==> config.mk <==
export PLATFORM = sky130hd
export DESIGN_NAME = data_run_vcn_to_lcn_lookup
export DESIGN_NICKNAME = d
export VERILOG_FILES = /design/src/hdl/drl_pkg.sv /design/src/hdl/data_run_vcn_to_lcn_lookup.sv
export SDC_FILE = /design/constraint.sdc
export NUM_CORES = 2
export LEC_CHECK = 0
export BUFFER_PORTS_ARGS = -buffer_cell sky130_fd_sc_hd__buf_2
export CORE_ASPECT_RATIO = 0.8
export CORE_UTILIZATION = 43
export CTS_BUF_LIST = sky130_fd_sc_hd__clkbuf_16
export DETAILED_ROUTE_END_ITERATION = 12
export HOLD_SLACK_MARGIN = 0.12
export PLACE_DENSITY_LB_ADDON = 0.12
export SLEW_MARGIN = 25
export SYNTH_ARGS = -nofsm -noshare
export SYNTH_HDL_FRONTEND = slang
export SYNTH_SLANG_ARGS = --single-unit
==> constraint.sdc <==
create_clock -name i_clk -period 9.77 [get_ports i_clk]
set_input_delay 2.4425 -clock i_clk [delete_from_list [all_inputs] [get_ports i_clk]]
set_output_delay 2.4425 -clock i_clk [all_outputs]
set_load 0.05 [all_outputs]
==> src/hdl/drl_pkg.sv <==
// ----------------------------------------------------------------------------
// drl_pkg
// Shared types and constants for the run-list VCN to LCN lookup block.
// ----------------------------------------------------------------------------
`default_nettype none

package drl_pkg;

    // Widths of the stream fields
    localparam int unsigned BYTE_W          = 8;
    localparam int unsigned VCN_W           = 64;
    localparam int unsigned STATUS_W        = 2;
    localparam int unsigned S_TDATA_W       = BYTE_W + 3 * VCN_W;
    localparam int unsigned M_TDATA_W       = 2 * VCN_W;
    localparam int unsigned CNT_W           = 4;

    // Default internal cluster arithmetic width
    localparam int unsigned CLUSTER_WIDTH_DEF = 64;

    // Header byte nibble mask
    localparam logic [CNT_W-1:0] NIBBLE_MASK = 4'hf;

    // Largest byte count that still lands inside a 64-bit accumulator
    localparam int unsigned ACC_BYTES       = 8;

    // Parser phases
    typedef enum logic [1:0] {
        PH_IDLE   = 2'd0,
        PH_HEADER = 2'd1,
        PH_LENGTH = 2'd2,
        PH_OFFSET = 2'd3
    } t_phase;

    // Result status codes
    typedef enum logic [STATUS_W-1:0] {
        ST_MAPPED    = 2'd0,
        ST_SPARSE    = 2'd1,
        ST_NOT_FOUND = 2'd2,
        ST_OUT_RANGE = 2'd3
    } t_status;

endpackage

`default_nettype wire

==> src/hdl/data_run_vcn_to_lcn_lookup.sv <==
// ----------------------------------------------------------------------------
// data_run_vcn_to_lcn_lookup
// Maps a query VCN to an LCN by walking a compressed run list byte by byte.
// ----------------------------------------------------------------------------
// Usage:
//   Slave stream: one run-list byte per request. tdata = {high_vcn, low_vcn,
//   query_vcn, run_byte} from the top bit down; tuser = list_start. The byte
//   flagged with list_start loads the query and the list bounds.
//   Master stream: at most one result per request. tuser = status; tdata =
//   {run_remaining, cluster_lcn} from the top bit down.
//   Pipeline: input register, then the parse/add/compare step into the
//   result register. Throughput: one request per cycle while the result
//   register is free or being taken; the parse step for a byte is a single
//   shift-accumulate, or at run end one offset add plus one range compare.
//   Stall: a waiting result holds; the input register accepts while it is
//   empty or the result register is empty or being taken, so one request
//   is buffered while the receiver stalls.
//   Reset: synchronous, active low; returns the parser to idle, bytes without
//   list_start are dropped until the next list start.
// ----------------------------------------------------------------------------
`default_nettype none

module data_run_vcn_to_lcn_lookup
    import drl_pkg::*;
#(
    parameter int unsigned CLUSTER_WIDTH = CLUSTER_WIDTH_DEF
) (
    input  wire logic                 i_clk,
    input  wire logic                 i_rst_n,
    // Run-list byte requests
    input  wire logic                 i_s_tvalid,
    output logic                      o_s_tready,
    input  wire logic [S_TDATA_W-1:0] i_s_tdata,  // run_byte, query_vcn, low_vcn, high_vcn
    input  wire logic                 i_s_tuser,  // list_start
    // Lookup results
    output logic                      o_m_tvalid,
    input  wire logic                 i_m_tready,
    output logic [M_TDATA_W-1:0]      o_m_tdata,  // cluster_lcn, run_remaining
    output logic [STATUS_W-1:0]       o_m_tuser   // status
);

    localparam int unsigned W = CLUSTER_WIDTH;

    // Input register
    logic                 r_in_vld;
    logic [BYTE_W-1:0]    r_byte;
    logic                 r_start;
    logic [W-1:0]         r_query;
    logic [W-1:0]         r_low;
    logic [W-1:0]         r_high;

    // Parser state
    t_phase               r_phase,   n_phase;
    logic [CNT_W-1:0]     r_len_cnt, n_len_cnt;
    logic [CNT_W-1:0]     r_off_cnt, n_off_cnt;
    logic [CNT_W-1:0]     r_idx,     n_idx;
    logic [VCN_W-1:0]     r_len_acc, n_len_acc;
    logic [VCN_W-1:0]     r_off_acc, n_off_acc;
    logic [W-1:0]         r_lcn,     n_lcn;
    logic [W-1:0]         r_base,    n_base;
    logic [W-1:0]         r_target,  n_target;

    // Result register
    logic                 r_out_vld, n_out_vld;
    t_status              r_status,  n_status;
    logic [W-1:0]         r_out_lcn, n_out_lcn;
    logic [W-1:0]         r_out_rem, n_out_rem;

    // Step decode
    logic                 w_adv;
    logic                 w_do;
    logic                 w_oor;
    logic                 w_is_hdr;
    logic                 w_hdr_zero;
    logic                 w_last_len;
    logic                 w_last_off;
    logic                 w_finish;
    logic                 w_match;
    logic                 w_emit;
    logic [VCN_W-1:0]     w_len_upd;
    logic [VCN_W-1:0]     w_off_upd;
    logic [VCN_W-1:0]     w_off_sel;
    logic [VCN_W-1:0]     w_off_ext;
    logic                 w_sign;
    logic [W-1:0]         w_len_w;
    logic [W-1:0]         w_lcn_new;
    logic [W-1:0]         w_end;
    logic [W-1:0]         w_delta;

    // Advance when the result register is free or being drained
    assign w_adv      = !r_out_vld || i_m_tready;
    assign o_s_tready = !r_in_vld || w_adv;
    assign w_do       = r_in_vld && w_adv;

    // Capture the incoming request
    always_ff @(posedge i_clk) begin
        if (!i_rst_n) begin
            r_in_vld <= 1'b0;
        end else if (o_s_tready) begin
            r_in_vld <= i_s_tvalid;
        end
        if (o_s_tready && i_s_tvalid) begin
            r_byte  <= i_s_tdata[0 +: BYTE_W];
            r_start <= i_s_tuser;
            r_query <= i_s_tdata[BYTE_W +: W];
            r_low   <= i_s_tdata[BYTE_W + VCN_W +: W];
            r_high  <= i_s_tdata[BYTE_W + 2 * VCN_W +: W];
        end
    end

    // Merge the current byte into the length and offset accumulators
    always_comb begin
        w_len_upd = r_len_acc;
        w_off_upd = r_off_acc;
        for (int k = 0; k < ACC_BYTES; k++) begin
            if (r_idx == CNT_W'(k)) begin
                w_len_upd[BYTE_W*k +: BYTE_W] = r_len_acc[BYTE_W*k +: BYTE_W] | r_byte;
                w_off_upd[BYTE_W*k +: BYTE_W] = r_off_acc[BYTE_W*k +: BYTE_W] | r_byte;
            end
        end
    end

    // Decode the step for the registered byte
    always_comb begin
        w_oor      = r_start && ((r_query < r_low) || (r_query > r_high));
        w_is_hdr   = r_start ? !w_oor : (r_phase == PH_HEADER);
        w_hdr_zero = w_is_hdr && (r_byte == '0);
        w_last_len = ({1'b0, r_idx} + 5'd1) >= {1'b0, r_len_cnt};
        w_last_off = ({1'b0, r_idx} + 5'd1) >= {1'b0, r_off_cnt};
        w_finish   = !r_start &&
                     (((r_phase == PH_LENGTH) && w_last_len && (r_off_cnt == '0)) ||
                      ((r_phase == PH_OFFSET) && w_last_off));
    end

    // Run-end arithmetic: sign-extend offset, advance LCN, test the query
    always_comb begin
        w_off_sel = (r_phase == PH_OFFSET) ? w_off_upd : r_off_acc;
        w_sign    = 1'b0;
        for (int c = 1; c < ACC_BYTES; c++) begin
            if (r_off_cnt == CNT_W'(c)) begin
                w_sign = w_off_sel[BYTE_W*c - 1];
            end
        end
        w_off_ext = w_off_sel;
        for (int k = 1; k < ACC_BYTES; k++) begin
            if (w_sign && (CNT_W'(k) >= r_off_cnt)) begin
                w_off_ext[BYTE_W*k +: BYTE_W] = '1;
            end
        end
        w_len_w   = (r_phase == PH_LENGTH) ? w_len_upd[W-1:0] : r_len_acc[W-1:0];
        w_lcn_new = r_lcn + w_off_ext[W-1:0];
        w_end     = r_base + w_len_w;
        w_delta   = r_target - r_base;
        w_match   = (r_base <= r_target) && (r_target < w_end);
        w_emit    = w_oor || w_hdr_zero || (w_finish && w_match);
    end

    // Next parser phase
    always_comb begin
        n_phase = r_phase;
        if (w_do) begin
            if (w_emit) begin
                n_phase = PH_IDLE;
            end else if (w_is_hdr) begin
                n_phase = ((r_byte[3:0] & NIBBLE_MASK) != '0) ? PH_LENGTH : PH_OFFSET;
            end else begin
                unique case (r_phase)
                    PH_LENGTH: begin
                        if (w_last_len) begin
                            n_phase = (r_off_cnt == '0) ? PH_HEADER : PH_OFFSET;
                        end
                    end
                    PH_OFFSET: begin
                        if (w_last_off) begin
                            n_phase = PH_HEADER;
                        end
                    end
                    default: begin
                        n_phase = r_phase;
                    end
                endcase
            end
        end
    end

    // Datapath and result next values
    always_comb begin
        n_len_cnt = r_len_cnt;
        n_off_cnt = r_off_cnt;
        n_idx     = r_idx;
        n_len_acc = r_len_acc;
        n_off_acc = r_off_acc;
        n_lcn     = r_lcn;
        n_base    = r_base;
        n_target  = r_target;
        n_out_vld = w_adv ? (w_do && w_emit) : r_out_vld;
        n_status  = r_status;
        n_out_lcn = r_out_lcn;
        n_out_rem = r_out_rem;
        if (w_do) begin
            // Load query and bounds at list start
            if (r_start) begin
                n_target = r_query;
                n_base   = r_low;
                n_lcn    = '0;
            end
            if (w_is_hdr && !w_hdr_zero) begin
                n_len_cnt = r_byte[3:0] & NIBBLE_MASK;
                n_off_cnt = r_byte[7:4] & NIBBLE_MASK;
                n_idx     = '0;
                n_len_acc = '0;
                n_off_acc = '0;
            end else if (!r_start && (r_phase == PH_LENGTH)) begin
                n_len_acc = w_len_upd;
                n_idx     = w_last_len ? '0 : r_idx + 1'b1;
            end else if (!r_start && (r_phase == PH_OFFSET)) begin
                n_off_acc = w_off_upd;
                n_idx     = w_last_off ? '0 : r_idx + 1'b1;
            end
            // Close the run: advance LCN, step base past a miss
            if (w_finish) begin
                n_lcn = w_lcn_new;
                if (!w_match) begin
                    n_base = w_end;
                end
            end
            // Build the result
            if (w_emit) begin
                n_out_lcn = '0;
                n_out_rem = '0;
                if (w_oor) begin
                    n_status = ST_OUT_RANGE;
                end else if (w_hdr_zero) begin
                    n_status = ST_NOT_FOUND;
                end else begin
                    n_out_rem = w_len_w - w_delta;
                    if (r_off_cnt == '0) begin
                        n_status = ST_SPARSE;
                    end else begin
                        n_status  = ST_MAPPED;
                        n_out_lcn = w_lcn_new + w_delta;
                    end
                end
            end
        end
    end

    // State and result registers
    always_ff @(posedge i_clk) begin
        if (!i_rst_n) begin
            r_phase   <= PH_IDLE;
            r_len_cnt <= '0;
            r_off_cnt <= '0;
            r_idx     <= '0;
            r_len_acc <= '0;
            r_off_acc <= '0;
            r_lcn     <= '0;
            r_base    <= '0;
            r_target  <= '0;
            r_out_vld <= 1'b0;
        end else begin
            r_phase   <= n_phase;
            r_len_cnt <= n_len_cnt;
            r_off_cnt <= n_off_cnt;
            r_idx     <= n_idx;
            r_len_acc <= n_len_acc;
            r_off_acc <= n_off_acc;
            r_lcn     <= n_lcn;
            r_base    <= n_base;
            r_target  <= n_target;
            r_out_vld <= n_out_vld;
        end
        r_status  <= n_status;
        r_out_lcn <= n_out_lcn;
        r_out_rem <= n_out_rem;
    end

    assign o_m_tvalid = r_out_vld;
    assign o_m_tuser  = r_status;
    assign o_m_tdata  = {VCN_W'(r_out_rem), VCN_W'(r_out_lcn)};

endmodule

`default_nettype wire

==> impl_metrics.tcl <==
set metrics [dict create \
    outcome "finished, final reports clean" \
    cp.arrival_ns 9.39 \
    routed_wl_mm 165.6 \
    fin_total_pwr_mw 8.374 \
    core_area_um2 107100 \
    placed_cells 6870 \
    holdPathEnd "r_len_acc[40]$_SDFFE_PN0P_" \
    ys_ff_latch 667 \
    cpPeakStageDelay_ns 0.63 \
    power_density_nw_per_um2 159.9 \
    rr_endpoint "r_out_lcn[13]$_SDFFCE_PP0P_" \
    min_from "r_len_acc[40]$_SDFFE_PN0P_" \
    drc 0 \
    yosysMostFrequentCell "a21oi_1" \
    synth.top_cell.area_share_pct 21.28 \
    fmax_ghz 0.1106 \
    fp.dieW_um 370.5 \
    multiInputGateArea_um2 27930 \
    postCtsSetupRepairBufs 0 \
    antenna_found_initial 8 \
    grt_pass1_wl_mm 245.9 \
    p_leak_nw 24.44 \
    timing.final.crit_share_pct 92.57 \
    critical_path_buf_inv_count 3 \
    first_iter_violations 3893 \
    grt_pass1_vias 38940 \
    clk_path_buf_depth 3 \
    cap_viol_max_count 0 \
    tns_ns 0 \
    hold_buffers 0 \
    rsz0062_at_grt "false" \
    drv_slew 0 \
    period_needed_ns 9.044 \
    grt_usage_pct 29.28 \
    setup_viol 0 \
    r2r_start "r_phase[1]$_SDFFE_PN0P_" \
    viasPerCell 5.973 \
    reg2reg_slack_ns 0.73 \
    cts_sinks 667 \
    grt_max_degree 87 \
    vias 41910 \
    die_h_um 296.8 \
    finalHoldViolCount 0 \
    hold_path_depth 2 \
    critical_path_required_ns 10.12 \
    nFillCells 10450 \
    hp-class "flop to flop" \
    fin_nets 6262 \
    die_area_um2 109900 \
    cts_tree "yes" \
    clk_pin_slew_ns 0.06 \
    path_class "flop to flop" \
    worst_hold_slack_ns 0.4607 \
    critical-path-slowest-cell "dfxtp_1" \
    worstMarginPinSlew_ns 1.128 \
    max-vdd-ir-drop_v 0.0001391 \
    ant_nets 0 \
    regArea_um2 16670 \
    start_util_pct 43.61 \
    synthTopCellsByArea "edfxtp_1 (21%), dfxtp_1 (14%), ha_1 (14%), a21oi_1 (5.6%), a21o_1 (5.1%)" \
    endpoint_kind "flop" \
    synth_area_um2 46700 \
    final_area_um2 52360 \
    layout-drive-gt1-share_pct 10.41 \
    cts_made_buffers 78 \
    fin_cells 7016 \
    path_delay_family "compound AO/OA/AOI/OAI gates" \
    synthFlopType "dfxtp_1" \
    wire_per_inst_um 23.61 \
    reg2regPathDepth 33 \
    postSynthCellCount 5293 \
    io_pins 337 \
    first_pass_iters 6 \
    portBuffers 336 \
    clk_latency_ns 0.70 \
    synth_fp_nets 6022 \
    synth_cell_types 93 \
    placed_cell_area_um2 49790 \
    yosysSeqAreaShare_pct 35.68 \
    cts-htree-levels 3 \
    yosys_warnings 0 \
    grt_overflow 0 \
    clock-root-buffer "clkbuf_16" \
    synth_commonest_cells "a21oi_1 (527), ha_1 (519), nor2_1 (471)" \
    path_max_fanout 49 \
    synth_edf_count 331 \
    rows 107 \
    globalplace.congestion 1.040 \
    synth.avg_cell_area_um2 8.824 \
    areaGrowthSynthToFinish_pct 12.11 \
    fin_worst_skew_ns 0.03126 \
    cpMostUsedCell "a21o_1" \
    cp-start-kind "flop" \
    yosysTopAreaCell "edfxtp_1" \
    dpl.hpwl_mm 131.1 \
    maxSlewHeadroom_pct 24.24 \
    cts_resized 0 \
    async_flop_share_pct 0 \
]
==> worst register-to-register path: cells and delay by family (launching register included) <==
family / cells / cell delay, ns
buffers and inverters: 3 / 0.92
DFF: 1 / 0.63
xor gates and xnor gates: 1 / 0.28
adders and majority gates: 2 / 0.61
AOI/OAI and AO/OA: 22 / 4.77
and+or+nand+nor: 5 / 1.43
==> per-stage QoR <==
stage	utilization (%)	worst slack, ns
after floorplan	-	0.5983
after global placement	46.49	1.021
after detailed placement	46.49	0.8389
after CTS	48.85	0.8140
after global routing	48.88	0.1278
final	48.89	0.7262
==> cells by family (layout without fill, tap and decap cells) <==
group / after synthesis / in the layout / synth area share [%]
compound gates: 1768 / 1768 / 25.23
xor+xnor: 280 / 280 / 5.280
fa+ha+maj: 524 / 524 / 14.12
buf+inv: 588 / 893 / 4.758
flops: 667 / 667 / 35.68
mux: 19 / 19 / 0.4125
other cells: 0 / 1 / 0
simple gates: 1447 / 1447 / 14.51
==> power breakdown <==
part | internal (mW) | switching [mW]
logic | 0.734 | 1.56
registers | 3.07 | 0.0722
clock network | 1.62 | 1.31
==> worst max path at each step <==
stage	startpoint	endpoint	slack, ns	cells past startpoint
final	r_phase[1]$_SDFFE_PN0P_	r_out_lcn[13]$_SDFFCE_PP0P_	0.73	33
after floorplan	r_phase[1]$_SDFFE_PN0P_	o_m_tuser[0]$_SDFFCE_PP1P_	0.60	32
after detailed placement	r_phase[1]$_SDFFE_PN0P_	r_out_lcn[11]$_SDFFCE_PP0P_	0.84	33
after CTS	r_phase[1]$_SDFFE_PN0P_	r_out_lcn[11]$_SDFFCE_PP0P_	0.81	33
after global routing	r_phase[1]$_SDFFE_PN0P_	r_out_lcn[12]$_SDFFCE_PP0P_	0.13	31
after global placement	r_phase[1]$_SDFFE_PN0P_	r_out_lcn[11]$_SDFFCE_PP0P_	1.02	33
==> registers in the layout, summed over array words and instances, names as in the netlist <==
signal / flops
o_m_tvalid: 1
r_phase: 2
r_idx: 4
r_query: 64
r_byte: 8
r_in_vld: 1
o_m_tuser: 2
r_len_cnt: 4
r_out_rem: 64
r_out_lcn: 64
r_off_cnt: 4
r_target: 64
r_high: 64
r_off_acc: 64
r_base: 64
r_start: 1
r_lcn: 64
r_low: 64
r_len_acc: 64
==> layout by cell type, fill, tap and decap left out, drive strengths merged, types with 87 or more instances in the layout <==
cell type	count
nand2	402
nor2	472
a21o	318
a21oi	529
a31oi	109
dfxtp	336
ha	519
buf	385
nand3	87
xnor2	169
inv	388
xor2	110
o21ai	209
nand4	100
edfxtp	331
o21bai	111
==> final cells by class <==
| class | instances | area share, % |
|---|---|---|
| multi-input cells | 4038 | 53.35 |
| flip-flops and latches | 667 | 31.83 |
| repair buffers | 385 | 3.993 |
| clock buffers | 79 | 3.776 |
| well taps | 1417 | 3.386 |
| inverters | 363 | 2.617 |
| clock inverters | 66 | 1.042 |
| diodes | 1 | 0.004779 |
==> per-layer routing <==
layer / global-route usage, % / routed length [µm] / vias up
li1: - / - / 19970
met1: 43.86 / 79390 / 20020
met2: 41.60 / 66590 / 1650
met3: 6.239 / 14320 / 262
met4: 8.544 / 5282 / 10
met5: 0 / 62 / -
No activity file was read; power rests on OpenSTA's default activity.
